File: src/rtl/upc_pkg.sv
package upc_pkg;

    localparam logic [7:0] CH_PCT  = 8'h25;
    localparam logic [7:0] CH_0    = 8'h30;
    localparam logic [7:0] CH_9    = 8'h39;
    localparam logic [7:0] CH_A_UP = 8'h41;
    localparam logic [7:0] CH_F_UP = 8'h46;
    localparam logic [7:0] CH_A_LO = 8'h61;
    localparam logic [7:0] CH_F_LO = 8'h66;
    localparam logic [7:0] CTRL_MAX = 8'h1F;
    localparam logic [7:0] DEL_MIN  = 8'h7F;

    localparam logic MODE_ENCODE = 1'b0;
    localparam logic MODE_DECODE = 1'b1;

    // pending escape state of the decoder
    localparam logic [1:0] PEND_NONE  = 2'd0;
    localparam logic [1:0] PEND_PCT   = 2'd1;
    localparam logic [1:0] PEND_DIGIT = 2'd2;

    // one queued item: up to three output bytes, bytes[0] goes out first
    typedef struct packed {
        logic [2:0][7:0] bytes;
        logic [1:0]      num;
        logic            last;
    } t_cmd;

    function automatic logic needs_escape(input logic [7:0] c);
        logic r;
        r = 1'b0;
        if (c <= CTRL_MAX || c >= DEL_MIN) begin
            r = 1'b1;
        end else begin
            case (c) inside
                8'h20, 8'h22, 8'h23, 8'h24, 8'h25, 8'h26, 8'h2B, 8'h2C, 8'h2F,
                8'h3A, 8'h3B, 8'h3C, 8'h3D, 8'h3E, 8'h3F, 8'h40, 8'h5B, 8'h5C,
                8'h5D, 8'h5E, 8'h60, 8'h7B, 8'h7C, 8'h7D, 8'h7E: r = 1'b1;
                default: r = 1'b0;
            endcase
        end
        return r;
    endfunction

    function automatic logic is_hex(input logic [7:0] c);
        return (c >= CH_0 && c <= CH_9) || (c >= CH_A_UP && c <= CH_F_UP) ||
               (c >= CH_A_LO && c <= CH_F_LO);
    endfunction

    // valid for hex digit characters only
    function automatic logic [3:0] hex_value(input logic [7:0] c);
        logic [3:0] v;
        if (c <= CH_9) begin
            v = c[3:0];
        end else begin
            v = {1'b0, c[2:0]} + 4'd9;
        end
        return v;
    endfunction

    function automatic logic [7:0] hex_char(input logic [3:0] v);
        logic [7:0] r;
        if (v < 4'd10) begin
            r = CH_0 + {4'd0, v};
        end else begin
            r = CH_A_UP + {4'd0, v} - 8'd10;
        end
        return r;
    endfunction

endpackage

File: src/rtl/upc_front.sv
module upc_front
    import upc_pkg::*;
(
    input  logic       i_clk,
    input  logic       i_rst_n,
    input  logic       i_cfg_we,
    input  logic       i_cfg_data,
    input  logic       i_push,
    input  logic [7:0] i_in_byte,
    input  logic       i_in_last,
    input  logic       i_q_full,
    output logic       o_cmd_push,
    output t_cmd       o_cmd
);

    logic       r_mode;
    logic [1:0] r_cnt;
    logic [7:0] r_pd;
    logic [1:0] n_cnt;
    logic [7:0] n_pd;
    logic [1:0] cnt;
    logic [1:0] k;
    logic       accept;
    t_cmd       cmd;

    assign accept = i_push && !i_q_full;

    always_comb begin
        cmd   = '0;
        n_cnt = r_cnt;
        n_pd  = r_pd;
        k     = 2'd0;
        cnt   = (r_cnt == 2'd3) ? PEND_NONE : r_cnt;
        if (r_mode == MODE_ENCODE) begin
            if (needs_escape(i_in_byte)) begin
                cmd.bytes[0] = CH_PCT;
                cmd.bytes[1] = hex_char(i_in_byte[7:4]);
                cmd.bytes[2] = hex_char(i_in_byte[3:0]);
                cmd.num      = 2'd3;
            end else begin
                cmd.bytes[0] = i_in_byte;
                cmd.num      = 2'd1;
            end
        end else begin
            if (cnt == PEND_DIGIT && is_hex(i_in_byte)) begin
                cmd.bytes[0] = {hex_value(r_pd), hex_value(i_in_byte)};
                cmd.num      = 2'd1;
                n_cnt        = PEND_NONE;
            end else if (cnt == PEND_PCT && is_hex(i_in_byte) && !i_in_last) begin
                n_pd  = i_in_byte;
                n_cnt = PEND_DIGIT;
            end else begin
                // broken escape: flush what is pending verbatim
                case (cnt)
                    PEND_PCT: begin
                        cmd.bytes[0] = CH_PCT;
                        k = 2'd1;
                    end
                    PEND_DIGIT: begin
                        cmd.bytes[0] = CH_PCT;
                        cmd.bytes[1] = r_pd;
                        k = 2'd2;
                    end
                    default: k = 2'd0;
                endcase
                if (i_in_byte == CH_PCT && !i_in_last) begin
                    n_cnt = PEND_PCT;
                end else begin
                    cmd.bytes[k] = i_in_byte;
                    k = k + 2'd1;
                    n_cnt = PEND_NONE;
                end
                cmd.num = k;
            end
            if (i_in_last) begin
                n_cnt = PEND_NONE;
                n_pd  = '0;
            end
        end
        cmd.last = i_in_last;
    end

    assign o_cmd      = cmd;
    assign o_cmd_push = accept && (cmd.num != 2'd0);

    always_ff @(posedge i_clk) begin
        if (!i_rst_n) begin
            r_mode <= MODE_ENCODE;
            r_cnt  <= PEND_NONE;
            r_pd   <= '0;
        end else if (i_cfg_we) begin
            r_mode <= i_cfg_data;
            r_cnt  <= PEND_NONE;
            r_pd   <= '0;
        end else if (accept) begin
            r_cnt <= n_cnt;
            r_pd  <= n_pd;
        end
    end

endmodule

File: src/rtl/upc_queue.sv
module upc_queue
    import upc_pkg::*;
#(
    parameter int DEPTH = 4
) (
    input  logic i_clk,
    input  logic i_rst_n,
    input  logic i_wr,
    input  t_cmd i_data,
    output logic o_full,
    input  logic i_rd,
    output logic o_valid,
    output t_cmd o_data
);

    localparam int PTR_W = (DEPTH > 1) ? $clog2(DEPTH) : 1;
    localparam int CNT_W = $clog2(DEPTH + 1);

    t_cmd             r_mem [DEPTH];
    logic [PTR_W-1:0] r_wr_ptr;
    logic [PTR_W-1:0] r_rd_ptr;
    logic [CNT_W-1:0] r_cnt;
    logic             do_wr;
    logic             do_rd;

    assign o_full  = (r_cnt == CNT_W'(DEPTH));
    assign o_valid = (r_cnt != '0);
    assign o_data  = r_mem[r_rd_ptr];
    assign do_wr   = i_wr && !o_full;
    assign do_rd   = i_rd && o_valid;

    always_ff @(posedge i_clk) begin
        if (do_wr) begin
            r_mem[r_wr_ptr] <= i_data;
        end
    end

    always_ff @(posedge i_clk) begin
        if (!i_rst_n) begin
            r_wr_ptr <= '0;
            r_rd_ptr <= '0;
            r_cnt    <= '0;
        end else begin
            if (do_wr) begin
                r_wr_ptr <= (r_wr_ptr == PTR_W'(DEPTH - 1)) ? '0 : r_wr_ptr + 1'b1;
            end
            if (do_rd) begin
                r_rd_ptr <= (r_rd_ptr == PTR_W'(DEPTH - 1)) ? '0 : r_rd_ptr + 1'b1;
            end
            if (do_wr && !do_rd) begin
                r_cnt <= r_cnt + 1'b1;
            end else if (do_rd && !do_wr) begin
                r_cnt <= r_cnt - 1'b1;
            end
        end
    end

endmodule

File: src/rtl/upc_back.sv
module upc_back
    import upc_pkg::*;
(
    input  logic       i_clk,
    input  logic       i_rst_n,
    input  logic       i_q_valid,
    input  t_cmd       i_q_data,
    output logic       o_q_pop,
    input  logic       i_pop,
    output logic       o_empty,
    output logic [7:0] o_byte,
    output logic       o_last
);

    logic [1:0] r_idx;
    logic       r_valid;
    logic [7:0] r_byte;
    logic       r_last;
    logic       load;
    logic       at_end;
    logic [7:0] sel_byte;

    assign load   = i_q_valid && (!r_valid || i_pop);
    assign at_end = (r_idx == i_q_data.num - 2'd1);

    always_comb begin
        case (r_idx)
            2'd0:    sel_byte = i_q_data.bytes[0];
            2'd1:    sel_byte = i_q_data.bytes[1];
            default: sel_byte = i_q_data.bytes[2];
        endcase
    end

    assign o_q_pop = load && at_end;
    assign o_empty = !r_valid;
    assign o_byte  = r_byte;
    assign o_last  = r_last;

    always_ff @(posedge i_clk) begin
        if (load) begin
            r_byte <= sel_byte;
            r_last <= i_q_data.last && at_end;
        end
    end

    always_ff @(posedge i_clk) begin
        if (!i_rst_n) begin
            r_idx   <= '0;
            r_valid <= 1'b0;
        end else begin
            if (load) begin
                r_idx   <= at_end ? 2'd0 : r_idx + 2'd1;
                r_valid <= 1'b1;
            end else if (i_pop) begin
                r_valid <= 1'b0;
            end
        end
    end

endmodule

File: src/rtl/url_percent_codec_top.sv
// Path: an item's first output byte is written to the command queue at the edge that
// accepts it and is then loaded into the output register.
// Throughput: one output byte per cycle from the output register while pop is held and
// the queue holds items; an item is popped from the queue when its last byte is loaded.
// Items queue in a QUEUE_DEPTH entry command queue between classifier and emitter.
// Reset (i_rst_n, synchronous, active low): mode encode, nothing pending, all empty.
module url_percent_codec_top
    import upc_pkg::*;
#(
    parameter int QUEUE_DEPTH = 4
) (
    input  logic       i_clk,
    input  logic       i_rst_n,
    input  logic       i_cfg_we,
    input  logic       i_cfg_data,
    input  logic       push,
    output logic       full,
    input  logic [7:0] i_in_byte,
    input  logic       i_in_last,
    output logic       empty,
    input  logic       pop,
    output logic [7:0] o_out_byte,
    output logic       o_out_last
);

    logic q_full;
    logic cmd_push;
    t_cmd cmd;
    logic q_valid;
    t_cmd q_data;
    logic q_pop;

    assign full = q_full;

    upc_front u_front (
        .i_clk      (i_clk),
        .i_rst_n    (i_rst_n),
        .i_cfg_we   (i_cfg_we),
        .i_cfg_data (i_cfg_data),
        .i_push     (push),
        .i_in_byte  (i_in_byte),
        .i_in_last  (i_in_last),
        .i_q_full   (q_full),
        .o_cmd_push (cmd_push),
        .o_cmd      (cmd)
    );

    upc_queue #(
        .DEPTH (QUEUE_DEPTH)
    ) u_queue (
        .i_clk   (i_clk),
        .i_rst_n (i_rst_n),
        .i_wr    (cmd_push),
        .i_data  (cmd),
        .o_full  (q_full),
        .i_rd    (q_pop),
        .o_valid (q_valid),
        .o_data  (q_data)
    );

    upc_back u_back (
        .i_clk     (i_clk),
        .i_rst_n   (i_rst_n),
        .i_q_valid (q_valid),
        .i_q_data  (q_data),
        .o_q_pop   (q_pop),
        .i_pop     (pop),
        .o_empty   (empty),
        .o_byte    (o_out_byte),
        .o_last    (o_out_last)
    );

endmodule

File: config.mk
export PLATFORM = sky130hd
export DESIGN_NAME = url_percent_codec_top
export DESIGN_NICKNAME = d
export VERILOG_FILES = /design/src/rtl/upc_pkg.sv /design/src/rtl/upc_front.sv /design/src/rtl/upc_queue.sv /design/src/rtl/upc_back.sv /design/src/rtl/url_percent_codec_top.sv
export SDC_FILE = /design/constraint.sdc
export NUM_CORES = 1
export LEC_CHECK = 0
export BUFFER_PORTS_ARGS = -buffer_cell sky130_fd_sc_hd__buf_2
export CORE_ASPECT_RATIO = 2
export CORE_MARGIN = 2
export CORE_UTILIZATION = 28
export CTS_CLUSTER_SIZE = 25
export DETAILED_ROUTE_END_ITERATION = 7
export GPL_TIMING_DRIVEN = 0
export SLEW_MARGIN = 20
export SYNTH_ARGS = -nofsm -noshare
export SYNTH_HDL_FRONTEND = slang
export SYNTH_SLANG_ARGS = --single-unit
File: constraint.sdc
create_clock -name i_clk -period 7.34 [get_ports i_clk]
set_input_delay 1.468 -clock i_clk [delete_from_list [all_inputs] [get_ports i_clk]]
set_output_delay 1.468 -clock i_clk [all_outputs]
set_load 0.02 [all_outputs]
==> results.sh, run 1 <==
export IMPL_cts_repair_resized=0
export IMPL_port_buffer_count=24
export IMPL_synth_cell_type_count=59
export IMPL_finalCriticalPeriod_ps=5320
export IMPL_dr_pass1_iters=6
export IMPL_synth_fa_ha_area_share_pct=4.793
export IMPL_grt_overflow=0
export IMPL_die_area_sq_mm=0.02519
export IMPL_reg2regPathDepth=11
export IMPL_yosys_register_bits=140
export IMPL_cts_setup_buffers=0
export IMPL_drc_errors=3
export IMPL_drt_iter0_drc=278
export IMPL_areaGrowthSynthToFinish_pct=17.08
export IMPL_die_h_microns=222.5
export IMPL_arrival_ps=5670
export IMPL_relSlewSlack_pct=40.41
export IMPL_highest_layer="met4"
export IMPL_detail_route_antenna_nets=0
export IMPL_numClockSinks=140
export IMPL_synth_simple_area_share_pct=9.156
export IMPL_hpwl_microns=10800
export IMPL_rrSetupSlack_ps=4200
export IMPL_cts_hold_buf=0
export IMPL_min_period_over_period_pct=72.48
export IMPL_grt_first_pass_wirelength_microns=24140
export IMPL_synth_most_common_cell="edfxtp_1"
export IMPL_mappedNetlistArea_sq_mm=0.006683
export IMPL_synth_compound_area_share_pct=12.04
export IMPL_initial_core_util_pct=28.29
export IMPL_worstSetupEndpointType="flip-flop"
export IMPL_synth_yosys_seq_area_share_pct=59.46
export IMPL_hp_start="u_front.r_pd[7]"
export IMPL_grt_max_degree=28
export IMPL_cp_max_fo=10
export IMPL_dr_wl_met2_microns=7594
export IMPL_crit_slowest_cell="a31oi_1"
export IMPL_place_gp_congestion=0.9077
export IMPL_clk_latency_ps=420
export IMPL_grt_pass1_vias=4358
export IMPL_synth_area_leaders="edfxtp_1 53%, mux4_2 9.1%, dfxtp_1 6.9%, ha_1 4.5%, nand2_1 1.9%"
export IMPL_antenna_found_initial=0
export IMPL_die_width_microns=113.2
export IMPL_clock_skew_ps=10.25
export IMPL_yosys_top_cells_count="117 x edfxtp_1, 34 x nand2_1, 33 x inv_1, 27 x mux4_2, 26 x nor2_1"
export IMPL_avgSynthCellArea_sq_um=13.23
export IMPL_via_per_inst=5.062
export IMPL_holdCritPathClass="reg2reg"
export IMPL_ios=26
export IMPL_syn_nets=545
export IMPL_wl_met1_microns=6471
export IMPL_synth_flop_cell="edfxtp_1"
export IMPL_worst_ep_required_time_ps=7690
export IMPL_start_kind="primary input"
export IMPL_muxShareOfSynthArea_pct=9.998
export IMPL_hold_end="u_front.r_pd[7]"
export IMPL_fin_ws_ps=2020
export IMPL_p_per_area_mw_per_mm2=316.7
export IMPL_core_area_sq_mm=0.02362
export IMPL_hold_depth=2
export IMPL_fin_util_pct=33.12
export IMPL_hold_violations=0
export IMPL_peakVddDrop_mv=0.1152
export IMPL_tightest_slew_ps=893.9
export IMPL_clock_tree_buffer_depth=2
export IMPL_root_buffer="clkbuf_16"
export IMPL_rsz0062_at_grt="no"
export IMPL_finalSetupViolations=0
export IMPL_failed_checks="design-rule violations"
export IMPL_fin_nets=591
export IMPL_drt_wl_total_microns=15310
export IMPL_synth_edf_count=117
export IMPL_cpPeakStageDelay_ps=460
export IMPL_cts_made_buffers=17
export IMPL_synth_top_area_share_pct=52.57
export IMPL_async_flop_share_pct=0
export IMPL_timing_rr_end="u_queue.r_cnt[2]"
export IMPL_crit_chain="buf_2, clkbuf_1, inv_1, ha_1, nor4b_1, o311ai_1, a21boi_1, nor3_1, a31oi_1, o21a_1, buf_2, ha_1, inv_1, fa_1, xor2_1, or3_1, a21boi_0"
export IMPL_final_max_slew_viol_count=0
export IMPL_drv_cap=0
export IMPL_rows=80
export IMPL_route_detailed_wl_per_inst_microns=17.99
export IMPL_leakagePower_uw=0.002701
export IMPL_antenna_cells=0
export IMPL_fmax_ghz=0.1880
export IMPL_pre_cts_ws_ps=1581
export IMPL_yosys_area_top_type="edfxtp_1"
export IMPL_syn_inst=505
export IMPL_synth_top_family_by_area="compound AO/OA/AOI/OAI gates"
export IMPL_crit_type="in2reg"
export IMPL_vias=4308
export IMPL_synth_xor_area_share_pct=0.9174
export IMPL_finalSetupTns_ps=0
export IMPL_cts_tree="done"
export IMPL_synth_warnings=0
export IMPL_met3_wirelength_microns=889
export IMPL_clk_pin_slew_ps=60
export IMPL_drive_above_1_share_pct=17.91
export IMPL_status="finished, violations left"
export IMPL_ctsHtreeMaxLevel=4
export IMPL_grt_usage_pct=12.64
per-stage QoR:
stage	total power, uW	area, sq um	cells	hold slack, ps
6_report	2478	7824	851	468.3
5_1_grt	2600	7824	851	490.8
4_1_cts	2510	7824	851	465.1
3_5_place_dp	1672	7242	819	456.1
3_3_place_gp	1637	7162	816	456.2
2_1_floorplan	1466	6683	505	423.0
kinds of logic after synthesis:
logic type / Yosys count
xor gates and xnor gates: 7
DFF: 140
muxes: 33
AOI/OAI and AO/OA: 118
buffers and inverters: 61
and+or+nand+nor: 121
adders and majority gates: 25
metal layers:
metal	global-route usage [%]	vias to the layer above
li1	-	2026
met1	15.73	2124
met2	21.23	134
met3	2.891	24
met4	4.760	0
met5	0	-
layout by cell type, fill, tap and decap left out, types with 17 or more instances in the layout:
cell type	count
o21ai_0	19
inv_1	33
clkbuf_16	17
mux4_2	27
nor2_1	26
a21oi_1	24
buf_2	31
nand2_1	34
dfxtp_1	23
ha_1	24
edfxtp_1	117
how the worst max path moves through the flow:
stage | startpoint | end | slack, ps | depth (start not counted)
final | i_in_byte[0] | u_queue.r_cnt[2] | 2020 | 17
after global routing | i_in_byte[0] | u_queue.r_cnt[2] | 1610 | 17
after CTS | i_in_byte[0] | u_queue.r_cnt[2] | 2020 | 17
after detailed placement | i_in_byte[0] | u_queue.r_cnt[2] | 1580 | 17
after global placement | i_in_byte[0] | u_queue.r_mem[1][25] | 1430 | 12
after floorplan | i_in_byte[0] | u_queue.r_cnt[2] | 2590 | 16
critical path: cells and delay by family:
| family | cells | cell delay, ps |
|---|---|---|
| compound gates | 5 | 1350 |
| xor+xnor | 1 | 160 |
| simple gates | 3 | 690 |
| buf+inv | 5 | 1020 |
| fa+ha+maj | 3 | 980 |
registers in the layout (all words and copies together) (netlist names), named ones only:
signal	count
u_back.o_byte	8
u_back.o_last	1
u_back.r_idx	2
u_back.r_valid	1
u_front.r_cnt	2
u_front.r_mode	1
u_front.r_pd	8
u_queue.r_cnt	3
u_queue.r_mem	108
u_queue.r_rd_ptr	2
u_queue.r_wr_ptr	2
area by class of cell:
type                       instances  area, sq um
tap                              287        359.1
sequential                       140         3974
timing repair buffer              27        195.2
clock inverter                    14        152.6
inverter                          33        123.9
multi-input combinational        304         2471
clock buffer                      18        429.2
buffer                            28        118.9
fill                            2351        15800
power breakdown:
group | switching, uW | internal [uW]
Clock | 311 | 527
Sequential | 35.7 | 1010
Combinational | 357 | 240
Total | 704 | 1770
No activity file was read; power rests on OpenSTA's default activity.
==> inputs of run 2 (changes only) <==
==> constraint.sdc (replaced) <==
create_clock -name i_clk -period 5.3 [get_ports i_clk]
set_input_delay 1.06 -clock i_clk [delete_from_list [all_inputs] [get_ports i_clk]]
set_output_delay 1.06 -clock i_clk [all_outputs]
set_load 0.02 [all_outputs]
==> results.sh, run 2 (same netlist as run 1, synthesis figures left out) <==
export IMPL_relSlewSlack_pct=39.57
export IMPL_cts_made_buffers=17
export IMPL_peakVddDrop_mv=0.1597
export IMPL_drv_cap=0
export IMPL_final_cell_mix="117 x edfxtp_1, 34 x nand2_1, 33 x inv_1"
export IMPL_die_width_microns=113.2
export IMPL_clk_pin_slew_ps=60
export IMPL_status="finished, violations left"
export IMPL_reg2regPathDepth=11
export IMPL_dr_pass1_iters=7
export IMPL_vias=4324
export IMPL_cts_setup_buffers=0
export IMPL_route_detailed_wl_per_inst_microns=18.02
export IMPL_core_area_sq_mm=0.02362
export IMPL_fin_ws_ps=555.8
export IMPL_cts_tree="done"
export IMPL_root_buffer="clkbuf_16"
export IMPL_finalSetupViolations=0
export IMPL_arrival_ps=5090
export IMPL_final_max_slew_viol_count=0
export IMPL_hold_depth=2
export IMPL_clock_tree_buffer_depth=2
export IMPL_clk_latency_ps=420
export IMPL_via_per_inst=5.087
export IMPL_rrSetupSlack_ps=2150
export IMPL_grt_overflow=0
export IMPL_areaGrowthSynthToFinish_pct=17.02
export IMPL_rsz0062_at_grt="no"
export IMPL_drt_wl_total_microns=15320
export IMPL_leakagePower_uw=0.002700
export IMPL_regMostFlops="u_queue.r_mem"
export IMPL_antenna_cells=0
export IMPL_drive_above_1_share_pct=17.94
export IMPL_hpwl_microns=10800
export IMPL_worstSetupEndpointType="flip-flop"
export IMPL_die_h_microns=222.5
export IMPL_grt_first_pass_wirelength_microns=24140
export IMPL_detail_route_antenna_nets=0
export IMPL_grt_max_degree=28
export IMPL_place_gp_congestion=0.9077
export IMPL_cts_repair_resized=0
export IMPL_clock_skew_ps=10.29
export IMPL_worst_ep_required_time_ps=5650
export IMPL_timing_rr_end="u_queue.r_cnt[2]"
export IMPL_drt_iter0_drc=281
export IMPL_ios=26
export IMPL_die_area_sq_mm=0.02519
export IMPL_holdCritPathClass="reg2reg"
export IMPL_tightest_slew_ps=906.4
export IMPL_mostFrequentLayoutCell="edfxtp_1"
export IMPL_finalCriticalPeriod_ps=4744
export IMPL_hold_violations=0
export IMPL_p_per_area_mw_per_mm2=439.0
export IMPL_hold_end="u_front.r_pd[7]"
export IMPL_ctsHtreeMaxLevel=4
export IMPL_pre_cts_ws_ps=-51.15
export IMPL_grt_pass1_vias=4358
export IMPL_n_fill_cell=2350
export IMPL_cp_max_fo=10
export IMPL_largest_register_ff_count=108
export IMPL_rows=80
export IMPL_crit_type="in2reg"
export IMPL_numClockSinks=140
export IMPL_port_buffer_count=24
export IMPL_finalPower_uw=3433
export IMPL_hp_start="u_front.r_pd[7]"
export IMPL_fmax_ghz=0.2108
export IMPL_antenna_found_initial=0
export IMPL_grt_usage_pct=12.64
export IMPL_initial_core_util_pct=28.29
export IMPL_drc_errors=3
export IMPL_multiInputGateArea_sq_mm=0.002471
export IMPL_start_kind="primary input"
export IMPL_failed_checks="design-rule violations"
export IMPL_min_period_over_period_pct=89.51
export IMPL_regArea_sq_mm=0.003974
export IMPL_fin_nets=590
export IMPL_cts_hold_buf=0
-- run 2: changes by cell type in the layout (fill, tap and decap cells not counted), sizes merged --
| cell | previous run | this run |
|---|---|---|
| clkbuf | 34 | 33 |
-- run 2: worst max path at each step --
stage	start	endpoint	depth (start not counted)
floorplan	i_in_byte[0]	u_queue.r_cnt[2]	16
global placement	i_in_byte[0]	u_queue.r_mem[1][25]	12
CTS	i_in_byte[0]	u_queue.r_cnt[2]	17
detailed placement	i_in_byte[0]	u_queue.r_cnt[2]	17
global route	i_in_byte[5]	u_queue.r_cnt[2]	17
finish	i_in_byte[5]	u_queue.r_cnt[2]	17
-- run 2: cell type report --
cell class	count	share of cell area [%]
buffer	27	1.472
clock buffer	18	5.488
clock inverter	14	1.952
inverter	33	1.584
multi-input combinational	304	31.60
sequential	140	50.82
tap	287	4.592
timing repair buffer	27	2.496
-- run 2: worst max-delay path, stage by stage --
cell and delay (ps):
buf_2 100, clkbuf_1 490, inv_1 250, ha_1 300
nand2b_1 170, o311ai_1 90, a21boi_1 310, nor3_1 190
a31oi_1 460, o21a_1 190, buf_2 160, ha_1 210
inv_1 70, fa_1 440, xor2_1 160, or3_1 300
a21boi_0 160
-- run 2: layer usage --
metal  track usage, %  part of all wire, %  routed length [microns]
met3            2.891                  5.6                      862
met5                0                    0                        0
met2            21.23                   50                     7682
met1            15.73                   42                     6449
met4            4.760                  2.1                      324
-- run 2: per-stage QoR --
| stage | TNS [ps] | utilization (%) | instance area (sq um) | hold WS, ps | std cells |
|---|---|---|---|---|---|
| floorplan | 0 | - | 6683 | 423.0 | 505 |
| global placement | -19640 | 30.32 | 7162 | 456.2 | 816 |
| detailed placement | -51.15 | 30.66 | 7242 | 456.1 | 819 |
| CTS | 0 | 33.12 | 7824 | 465.1 | 851 |
| global route | 0 | 33.10 | 7820 | 490.8 | 850 |
| finish | 0 | 33.10 | 7820 | 471.7 | 850 |
-- run 2: where the power goes --
group          internal (uW)  switching [uW]  total [uW]
Clock                    730             431        1160
Combinational            333             495         828
Sequential              1390            49.3        1440
